--- src/hdl/pls_pkg.sv ---
// Shared types and codes for the positional list store.
package pls_pkg;

	localparam int CMD_W = 3;
	localparam int POS_W = 6;
	localparam int VAL_W = 32;
	localparam int ST_W = 2;
	localparam int OCNT_W = 6;

	localparam logic [CMD_W-1:0] CMD_INS_FRONT = 3'd0;
	localparam logic [CMD_W-1:0] CMD_INS_BACK  = 3'd1;
	localparam logic [CMD_W-1:0] CMD_INS_POS   = 3'd2;
	localparam logic [CMD_W-1:0] CMD_DEL_FRONT = 3'd3;
	localparam logic [CMD_W-1:0] CMD_DEL_BACK  = 3'd4;
	localparam logic [CMD_W-1:0] CMD_DEL_POS   = 3'd5;
	localparam logic [CMD_W-1:0] CMD_DUMP      = 3'd6;

	localparam logic [ST_W-1:0] ST_OK    = 2'd0;
	localparam logic [ST_W-1:0] ST_EMPTY = 2'd1;
	localparam logic [ST_W-1:0] ST_RANGE = 2'd2;
	localparam logic [ST_W-1:0] ST_FULL  = 2'd3;

	// A dump gives at most this many beats.
	localparam int DUMP_LIMIT = 32;
	localparam int DUMP_IDX_W = $clog2(DUMP_LIMIT);

	typedef struct packed {
		logic                  exec;
		logic                  dump_rd;
		logic                  dump_last;
		logic [DUMP_IDX_W-1:0] dump_idx;
	} pls_ctl_t;

	typedef struct packed {
		logic [DUMP_IDX_W:0] dump_len;
	} pls_stat_t;

endpackage

--- src/hdl/pls_ctrl.sv ---
// Controller: command acceptance and the dump sequencer.
module pls_ctrl
	import pls_pkg::*;
(
	input  logic             clk,
	input  logic             arst_n,
	input  logic             start,
	input  logic [CMD_W-1:0] cmd,
	input  pls_stat_t        stat,
	output pls_ctl_t         ctl,
	output logic             busy
);

	localparam logic S_IDLE = 1'b0;
	localparam logic S_DUMP = 1'b1;

	logic                  state_q;
	logic [DUMP_IDX_W-1:0] ptr_q;
	logic                  accept;
	logic                  ptr_last;

	assign busy = (state_q == S_DUMP);
	assign accept = start && !busy;
	assign ptr_last = ({1'b0, ptr_q} == (stat.dump_len - 1'b1));

	always_comb begin
		ctl.exec = accept;
		ctl.dump_rd = (state_q == S_DUMP);
		ctl.dump_last = ptr_last;
		ctl.dump_idx = ptr_q;
	end

	always_ff @(posedge clk or negedge arst_n) begin
		if (!arst_n) begin
			state_q <= S_IDLE;
			ptr_q <= '0;
		end else begin
			case (state_q)
				S_IDLE: begin
					// first beat leaves with the command; sequence the rest
					if (accept && cmd == CMD_DUMP && stat.dump_len > 1) begin
						state_q <= S_DUMP;
						ptr_q <= DUMP_IDX_W'(1);
					end
				end
				S_DUMP: begin
					ptr_q <= ptr_q + 1'b1;
					if (ptr_last) begin
						state_q <= S_IDLE;
					end
				end
				default: state_q <= S_IDLE;
			endcase
		end
	end

endmodule

--- src/hdl/pls_dpath.sv ---
// Datapath: row of element cells, element count and the result register.
module pls_dpath
	import pls_pkg::*;
#(
	parameter int CAPACITY = 32
) (
	input  logic                    clk,
	input  logic                    arst_n,
	input  pls_ctl_t                ctl,
	input  logic [CMD_W-1:0]        cmd,
	input  logic [POS_W-1:0]        position,
	input  logic signed [VAL_W-1:0] item_value,
	output pls_stat_t               stat,
	output logic                    strobe,
	output logic signed [VAL_W-1:0] out_value,
	output logic [ST_W-1:0]         status,
	output logic [OCNT_W-1:0]       count,
	output logic                    last
);

	localparam int CW = $clog2(CAPACITY + 1);
	localparam int IW = $clog2(CAPACITY);
	localparam int PW = ((CW > POS_W) ? CW : POS_W) + 1;

	logic [VAL_W-1:0] cells_q [CAPACITY];
	logic [CW-1:0]    cnt_q;

	logic             strobe_q;
	logic [VAL_W-1:0] value_q;
	logic [ST_W-1:0]  status_q;
	logic [OCNT_W-1:0] count_q;
	logic             last_q;

	logic [PW-1:0]    pos_e, cnt_e, ins_idx, del_idx, rd_addr_w;
	logic [IW-1:0]    rd_addr;
	logic [VAL_W-1:0] rd_data;
	logic             full, empty, is_ins, is_del, is_dump;
	logic             do_ins, do_del;
	logic [ST_W-1:0]  st;
	logic [CW-1:0]    cnt_d;

	assign pos_e = PW'(position);
	assign cnt_e = PW'(cnt_q);
	assign full = (cnt_q == CW'(CAPACITY));
	assign empty = (cnt_q == '0);
	assign is_ins = (cmd == CMD_INS_FRONT) || (cmd == CMD_INS_BACK) || (cmd == CMD_INS_POS);
	assign is_del = (cmd == CMD_DEL_FRONT) || (cmd == CMD_DEL_BACK) || (cmd == CMD_DEL_POS);
	assign is_dump = (cmd == CMD_DUMP);

	assign stat.dump_len = (cnt_e < PW'(DUMP_LIMIT)) ? (DUMP_IDX_W+1)'(cnt_e)
		: (DUMP_IDX_W+1)'(DUMP_LIMIT);

	always_comb begin
		st = ST_OK;
		do_ins = 1'b0;
		do_del = 1'b0;
		case (cmd)
			CMD_INS_FRONT: ins_idx = '0;
			CMD_INS_BACK:  ins_idx = cnt_e;
			default:       ins_idx = pos_e - 1'b1;
		endcase
		case (cmd)
			CMD_DEL_FRONT: del_idx = '0;
			CMD_DEL_BACK:  del_idx = cnt_e - 1'b1;
			default:       del_idx = pos_e - 1'b1;
		endcase
		if (is_ins) begin
			if (full) begin
				st = ST_FULL;
			end else if (cmd == CMD_INS_POS && (position == '0 || pos_e > cnt_e + 1'b1)) begin
				st = ST_RANGE;
			end else begin
				do_ins = ctl.exec;
			end
		end else if (is_del) begin
			if (empty) begin
				st = ST_EMPTY;
			end else if (cmd == CMD_DEL_POS && (position == '0 || pos_e > cnt_e)) begin
				st = ST_RANGE;
			end else begin
				do_del = ctl.exec;
			end
		end else if (is_dump && empty) begin
			st = ST_EMPTY;
		end
		cnt_d = cnt_q;
		if (do_ins) begin
			cnt_d = cnt_q + 1'b1;
		end else if (do_del) begin
			cnt_d = cnt_q - 1'b1;
		end
	end

	// single read port: dump beats, first dump beat, or the deleted cell
	always_comb begin
		if (ctl.dump_rd) begin
			rd_addr_w = PW'(ctl.dump_idx);
		end else if (is_dump) begin
			rd_addr_w = '0;
		end else begin
			rd_addr_w = del_idx;
		end
	end
	assign rd_addr = rd_addr_w[IW-1:0];
	assign rd_data = cells_q[rd_addr];

	// shift the whole row at once for an insert or a delete
	always_ff @(posedge clk) begin
		for (int i = 0; i < CAPACITY; i++) begin
			if (do_ins) begin
				if (PW'(i) == ins_idx) begin
					cells_q[i] <= item_value;
				end else if (i > 0 && PW'(i) > ins_idx) begin
					cells_q[i] <= cells_q[(i > 0) ? i - 1 : 0];
				end
			end else if (do_del) begin
				if (i < CAPACITY - 1 && PW'(i) >= del_idx) begin
					cells_q[i] <= cells_q[(i < CAPACITY - 1) ? i + 1 : i];
				end
			end
		end
	end

	always_ff @(posedge clk or negedge arst_n) begin
		if (!arst_n) begin
			cnt_q <= '0;
			strobe_q <= 1'b0;
		end else begin
			cnt_q <= cnt_d;
			strobe_q <= ctl.exec || ctl.dump_rd;
		end
	end

	always_ff @(posedge clk) begin
		if (ctl.dump_rd) begin
			value_q <= rd_data;
			status_q <= ST_OK;
			count_q <= OCNT_W'(cnt_q);
			last_q <= ctl.dump_last;
		end else if (ctl.exec) begin
			value_q <= (do_del || (is_dump && !empty)) ? rd_data : '0;
			status_q <= st;
			count_q <= OCNT_W'(cnt_d);
			last_q <= !(is_dump && stat.dump_len > 1);
		end
	end

	assign strobe = strobe_q;
	assign out_value = value_q;
	assign status = status_q;
	assign count = count_q;
	assign last = last_q;

`ifndef SYNTHESIS
	a_no_overlap: assert property (@(posedge clk) disable iff (!arst_n)
		!(ctl.exec && ctl.dump_rd))
		else $error("command accepted during a dump");
	a_cnt_bound: assert property (@(posedge clk) disable iff (!arst_n)
		cnt_q <= CW'(CAPACITY))
		else $error("element count above capacity");
	a_beat_follows: assert property (@(posedge clk) disable iff (!arst_n)
		(ctl.exec || ctl.dump_rd) |=> strobe_q)
		else $error("beat missing after load");
	a_no_spurious: assert property (@(posedge clk) disable iff (!arst_n)
		!(ctl.exec || ctl.dump_rd) |=> !strobe_q)
		else $error("beat without load");
	a_dump_idx: assert property (@(posedge clk) disable iff (!arst_n)
		ctl.dump_rd |-> ({1'b0, ctl.dump_idx} < stat.dump_len))
		else $error("dump index past list end");
	a_dump_stable: assert property (@(posedge clk) disable iff (!arst_n)
		ctl.dump_rd |=> $stable(cnt_q))
		else $error("count changed during dump");
`endif

endmodule

--- src/hdl/positional_list_store_core.sv ---
// Top level of the positional list store: controller plus datapath.
// Bounded ordered list of signed 32-bit values with insert and delete at the
// front, the back or a 1-based position, and a dump command. A command is
// taken when start is high and busy is low; its result beat appears on the
// output ports, marked by strobe for one cycle, in the cycle after the
// command is taken. Every command but dump gives one beat, so commands may
// be issued back to back. A dump of n elements (n at most 32, one beat if
// the list is empty) gives n beats on consecutive cycles and holds busy high
// while it reads the remaining beats through the single read port of the
// element row. The receiver cannot stall beats and must take each one in
// the cycle it is shown.
module positional_list_store_core
	import pls_pkg::*;
#(
	parameter int CAPACITY = 32
) (
	input  logic                    clk,
	input  logic                    arst_n,
	input  logic                    start,
	output logic                    busy,
	input  logic [CMD_W-1:0]        cmd,
	input  logic [POS_W-1:0]        position,
	input  logic signed [VAL_W-1:0] item_value,
	output logic                    strobe,
	output logic signed [VAL_W-1:0] out_value,
	output logic [ST_W-1:0]         status,
	output logic [OCNT_W-1:0]       count,
	output logic                    last
);

	pls_ctl_t  ctl;
	pls_stat_t stat;

	pls_ctrl u_ctrl (
		.clk    (clk),
		.arst_n (arst_n),
		.start  (start),
		.cmd    (cmd),
		.stat   (stat),
		.ctl    (ctl),
		.busy   (busy)
	);

	pls_dpath #(
		.CAPACITY (CAPACITY)
	) u_dpath (
		.clk        (clk),
		.arst_n     (arst_n),
		.ctl        (ctl),
		.cmd        (cmd),
		.position   (position),
		.item_value (item_value),
		.stat       (stat),
		.strobe     (strobe),
		.out_value  (out_value),
		.status     (status),
		.count      (count),
		.last       (last)
	);

endmodule

--- config.mk ---
export PLATFORM = sky130hd
export DESIGN_NAME = positional_list_store_core
export DESIGN_NICKNAME = d
export VERILOG_FILES = /design/src/hdl/pls_pkg.sv /design/src/hdl/pls_ctrl.sv /design/src/hdl/pls_dpath.sv /design/src/hdl/positional_list_store_core.sv
export SDC_FILE = /design/constraint.sdc
export NUM_CORES = 2
export LEC_CHECK = 0
export BUFFER_PORTS_ARGS = -buffer_cell sky130_fd_sc_hd__buf_2
export CAP_MARGIN = 10
export CELL_PAD_IN_SITES_DETAIL_PLACEMENT = 0
export CELL_PAD_IN_SITES_GLOBAL_PLACEMENT = 2
export CORE_MARGIN = 3
export CORE_UTILIZATION = 35
export DETAILED_ROUTE_END_ITERATION = 12
export GPL_TIMING_DRIVEN = 0
export PLACE_DENSITY_LB_ADDON = 0.1
export SLEW_MARGIN = 20
export SYNTH_ARGS = -nofsm -noshare
export SYNTH_HDL_FRONTEND = slang
export SYNTH_SLANG_ARGS = --single-unit
--- constraint.sdc ---
create_clock -name clk -period 11.4 [get_ports clk]
set_input_delay 0.57 -clock clk [delete_from_list [all_inputs] [get_ports clk]]
set_output_delay 0.57 -clock clk [all_outputs]
set_load 0.005 [all_outputs]
== Yosys cells after proc, flatten, opt, wreduce, memory -nomap -nowiden ==
Memory sizes are Yosys's and may differ from the RTL's.
Cells that the tools add are included.

* Register bits: 54
* Memory bits (writable): 1024
* Input port bits: 44
* Output and inout bits: 43
* Word-level logic and storage cells: 648
* Memories kept: 1

* Add/sub/neg operators: 7
* $lt $le $gt $ge: 66
* Eq/ne operators: 40
* Mux-type cells: 439
* Bitwise logic cells: 63
* Reductions and logical operators: 24

{| class="wikitable"
|+ Memories
! name !! words !! bits a word !! rd ports !! clocked after memory_dff !! write ports !! line !! text
|-
| u_dpath.cells_q || 32 || 32 || 33 || 0 || 32 || pls_dpath.sv:25 || <nowiki>logic [VAL_W-1:0] cells_q [CAPACITY];</nowiki>
|}

{| class="wikitable"
|+ Operators by type and width
! kind !! number
|-
| two-way mux 32 bit || 65
|-
| two-way mux 1 bit || 356
|-
| equality test 5 x 7 -> 1 bit, first input constant || 16
|-
| greater-than comparator 5 x 7 -> 1 bit, first input constant || 16
|-
| greater-or-equal comparator 5 x 7 -> 1 bit, first input constant || 15
|-
| OR 1 bit || 62
|-
| equality test 4 x 7 -> 1 bit, first input constant || 8
|-
| greater-or-equal comparator 4 x 7 -> 1 bit, first input constant || 8
|-
| greater-than comparator 4 x 7 -> 1 bit, first input constant || 8
|-
| two-way mux 6 bit || 5
|-
| equality test 3 x 7 -> 1 bit, first input constant || 4
|-
| greater-or-equal comparator 3 x 7 -> 1 bit, first input constant || 4
|-
| greater-than comparator 3 x 7 -> 1 bit, first input constant || 4
|-
| one-hot mux 7 bit (2 select lines) || 2
|-
| two-way mux 5 bit || 3
|-
| equality test 2 x 7 -> 1 bit, first input constant || 2
|-
| greater-or-equal comparator 1 x 7 -> 1 bit, first input constant || 2
|-
| greater-or-equal comparator 2 x 7 -> 1 bit, first input constant || 2
|-
| greater-than comparator 2 x 7 -> 1 bit, first input constant || 2
|-
| subtractor 6 x 1 -> 7 bit, second input constant || 2
|-
| zero test 6 bit || 2
|-
| two-way mux 2 bit || 6
|-
| subtractor 6 x 1 -> 6 bit, second input constant || 2
|-
| one-hot mux 5 bit (2 select lines) || 1
|-
| 23 further kinds || 42
|}

== Longest topological paths before layout ==
* Depth after elaboration: 11
* Mapped depth: 17
* Depth with buffers taken out: 12

== Hierarchy ==
A second synthesis with hierarchy kept.

* Cells, all modules: 6534
* Area total of the unflattened synthesis: 64277.9 µm²

{| class="wikitable"
|+ By module, submodules not included
! module !! times used !! cells each !! area an instance (µm²) !! sequential area each (µm²)
|-
| pls_dpath || 1 || 6483 || 63776.2 || 32135.8
|-
| pls_ctrl || 1 || 51 || 501.7 || 150.1
|}

== Worst setup path after synthesis ==
OpenSTA, ideal clock, no wires.

* Kind: reg-to-reg
* Start: register u_dpath.cnt_q[2]
* End: memory u_dpath.cells_q[23][0] (enable)
* Setup time: 0.389 ns
* Data arrival time: 5.918 ns
* Data required time: 11.011 ns
* Slack: 5.093 ns
* Cell stages (with the launch flop): 15
* Buffers on the path: 3
* Clock period less this slack: 6.307 ns
* Cells stage by stage: dfrtp_1 -> buf_2 -> clkbuf_1 -> nand3_1 -> nor3_1 -> xnor2_1 -> ha_1 -> nand3_1 -> o22ai_1 -> nor4b_1 -> o21a_1 -> nor4_2 -> nand2_1 -> buf_2 -> nand2_1

{| class="wikitable"
|+ RTL lines
! element !! line !! text
|-
| start, declared || pls_dpath.sv:26 || <nowiki>logic [CW-1:0] cnt_q;</nowiki>
|-
| start signal, assigned || pls_dpath.sv:129 || <nowiki>cnt_q <= cnt_d;</nowiki>
|-
| end, declared || pls_dpath.sv:25 ||
|}

== Final worst setup path ==
* Start: register u_dpath.cnt_q[0]
* End: register u_dpath.value_q[1] (netlist: u_dpath.out_value[1]) (data pin)

* Cells in the longest elaborated chain, start to end: 11
* Elaborated cells on any way between the ends: 19
* Those cells by class: add/sub (1); order compare (1); mux (10); reduce/logical (6); memory (1)

{| class="wikitable"
|+ RTL lines
! element !! line !! text
|-
| parallel branches: the longest is 10 deep, another holds memory read (32 x 32 bit) || -- ||
|-
| two-way mux 32 bit * || pls_dpath.sv:135 || <nowiki>if (ctl.dump_rd) begin</nowiki>
|-
| end signal, assigned || pls_dpath.sv:136 || <nowiki>value_q <= rd_data;</nowiki>
|-
| end signal, assigned || pls_dpath.sv:141 || <nowiki>value_q <= (do_del || (is_dump && !empty)) ? rd_data : '0;</nowiki>
|-
| end, declared || pls_dpath.sv:29 || <nowiki>logic [VAL_W-1:0] value_q;</nowiki>
|}

Every way passes the cells marked *. The select of a mux whose other input is x is not followed.
A chain may end at the register's enable or synchronous reset.

==> run metrics <==
outcome finished, final reports clean; Worst-Margin Slew 1.35 ns; cell with the most instances after synthesis nand2_1; Synth top cells by count 1460 x nand2_1, 1063 x edfxtp_1, 800 x mux2i_1, 545 x nor2_1, 454 x a21oi_1; Area Growth Syn to Fin 13.8%; 1st-iter DRT viols 6734; R2R setup slack 4.35 ns; I/O Buffers 86; cell leakage power 25.8 nW; first-pass GRT wire length 427 mm; die area 187000 µm²; final hold vios 0; Fin Hold WS 0.213 ns; Core ar. 180000 µm²; max-cap violation count 0; Synth Register Bits 1078; Cell Rows 155; routed len/inst 34.3 µm; Worst setup EP type flop; Max Root-Sink Buffers 3; Mapped Nets 6564; unique cell type count in the Yosys netlist 78; Cell Pwr Density 203 nW/µm²; # setup viols final 0; minimum clock period 7.05 ns; drt first pass iters 8; Vias/cell 5.97; WS Path Type reg -> reg; Worst-path clk slew 0.06 ns; die span in y 433 µm; Pins Over Slew Limit 0; syn avg cell area 9.80 µm²; DRC viols 0; Vias 55139; I/O pins 87; post-synthesis sequential area ratio 50.7%; VDD IR max 135 µV; crit start category flop; post_cts resized 0; Final #Nets 6838; max frequency 0.142 GHz; CTS sink cnt 1078; CTS Root Cell clkbuf_16; via count of the first global-routing pass 52193; later-pin clock latency in the skew report 0.81 ns; CTS Buf Count 141; unrepaired setup endpoints after global routing false; routed wire length 316 mm; GPL Wtd Cong 0.952; Primary FF master, synth edfxtp_1; number of synthesized flops with an enable pin 1063; Synth area leader edfxtp_1; total negative slack 0 ns; post-route clock period utilization 61.8%; initial antenna violation count 20; post-route ant nets 0; Yosys top cell area share 50.1%; Initial Util 35.4%; Placed Instances 8984; slew margin rel. 8.87%; largest net degree at the start of global routing 33; Worst Skew 0.0276 ns; synth top area cells edfxtp_1 50%, mux2i_1 13%, nand2_1 8.6%; layout cells sized above 1 10.6%; GRT Total Usage 32.8%; asr flop ratio synth 1.21%; CP required 11.79 ns; die width 433 µm; crit path DAT 7.44 ns; HPWL Detailed 260 mm; Non-Filler Instances 9236; crit-path max FO 10; hold crit path type in -> reg; Post-Syn Area 63700 µm²; synth warn 0; grt ovf 0; CTS tree built; H-tree levels 4; Syn Inst Count 6500
-- flip-flops by register name (all words and copies together) (netlist names) --
register and cells:
u_dpath.out_value 32, u_ctrl.ptr_q 5, u_dpath.cnt_q 6, u_dpath.last 1, u_dpath.status 2, u_ctrl.busy 1
u_dpath.cells_q 1024, u_dpath.count 6, u_dpath.strobe 1
-- worst max-delay path, stage by stage, from the launching register on --
cell and delay (ns):
dfrtp_1 0.44, clkbuf_1 0.49, inv_1 0.24, ha_1 0.43, inv_1 0.15, o221ai_1 0.45
o21ai_1 0.82, clkbuf_1 0.84, clkbuf_1 0.66, a221oi_1 0.39, nor4_1 1.20, o22ai_1 0.51
-- cell usage in the layout, fill, tap and decap left out, types with 34 or more instances in the layout --
master	instances
mux2_2	70
edfxtp_1	1063
a31oi_1	356
o22ai_1	37
o21ai_0	397
a221oi_1	257
clkbuf_1	392
mux2i_1	800
buf_1	46
buf_2	229
clkbuf_2	46
a21oi_1	454
nand2_1	1446
clkbuf_16	148
a22oi_1	34
nor4_1	56
nor2_1	545
buf_4	53
-- worst paths after layout --
check                                  startpoint                    to  cells after the start
worst min register to register  u_dpath.status[0]     u_dpath.status[0]                      2
worst max register to register   u_dpath.cnt_q[0]  u_dpath.out_value[1]                     11
worst min-delay path                        start     u_dpath.status[0]                      3
worst max-delay path             u_dpath.cnt_q[0]  u_dpath.out_value[1]                     11
max in group asynchronous                  arst_n       u_ctrl.ptr_q[4]                      2
min in group asynchronous                  arst_n      u_dpath.cnt_q[5]                      2
-- metrics by stage --
step	power (mW)	instance area [µm²]	worst slack, ns	utilization [%]
global route	15.1	72500	4.62	40.3
CTS	14.6	72400	4.75	40.3
finish	14.7	72500	4.35	40.3
global placement	10.1	67100	0.869	37.3
floorplan	7.74	63700	5.09	-
detailed placement	10.3	68200	4.77	37.9
-- cell families after synthesis --
group	Yosys count	synth area share [%]
AO/OA/AOI/OAI	1626	15.7
AND/OR/NAND/NOR	2169	13.5
adder cells (fa/ha/maj)	20	0.393
buffers and inverters	656	4.45
multiplexers	928	15.0
flip-flops	1078	50.7
XOR/XNOR	23	0.316
-- routing by layer --
metal | GRT usage (%) | routed length (µm)
met1 | 42.5 | 130000
met2 | 53.1 | 146000
met3 | 5.52 | 23100
met4 | 16.4 | 17700
met5 | 0 | 0
-- area by class of cell --
class	count	area [µm²]
antenna	9	22.5
buffer	640	2840
clock buffer	184	3840
clock inverter	57	415
fill	17969	107000
inverter	16	60.1
multi-input combinational	4766	28800
sequential	1078	32300
tap	2355	2950
timing repair buffer	131	1310
-- where the power goes --
group          total (mW)  internal [mW]  leakage [nW]  switching [mW]
Clock                4.33           2.47          2.07            1.86
Combinational        5.01           1.32          13.8            3.69
Sequential           5.37           5.01          9.96           0.356
Total                14.7           8.80          25.8            5.91
-- what timing repair did --
item / 4_1_cts / 5_1_grt
endpoints found under the hold margin: 13 / 0
setup buffers: 0 / 0
hold buffers: 1 / 0
(Power assumes the default switching activity.)
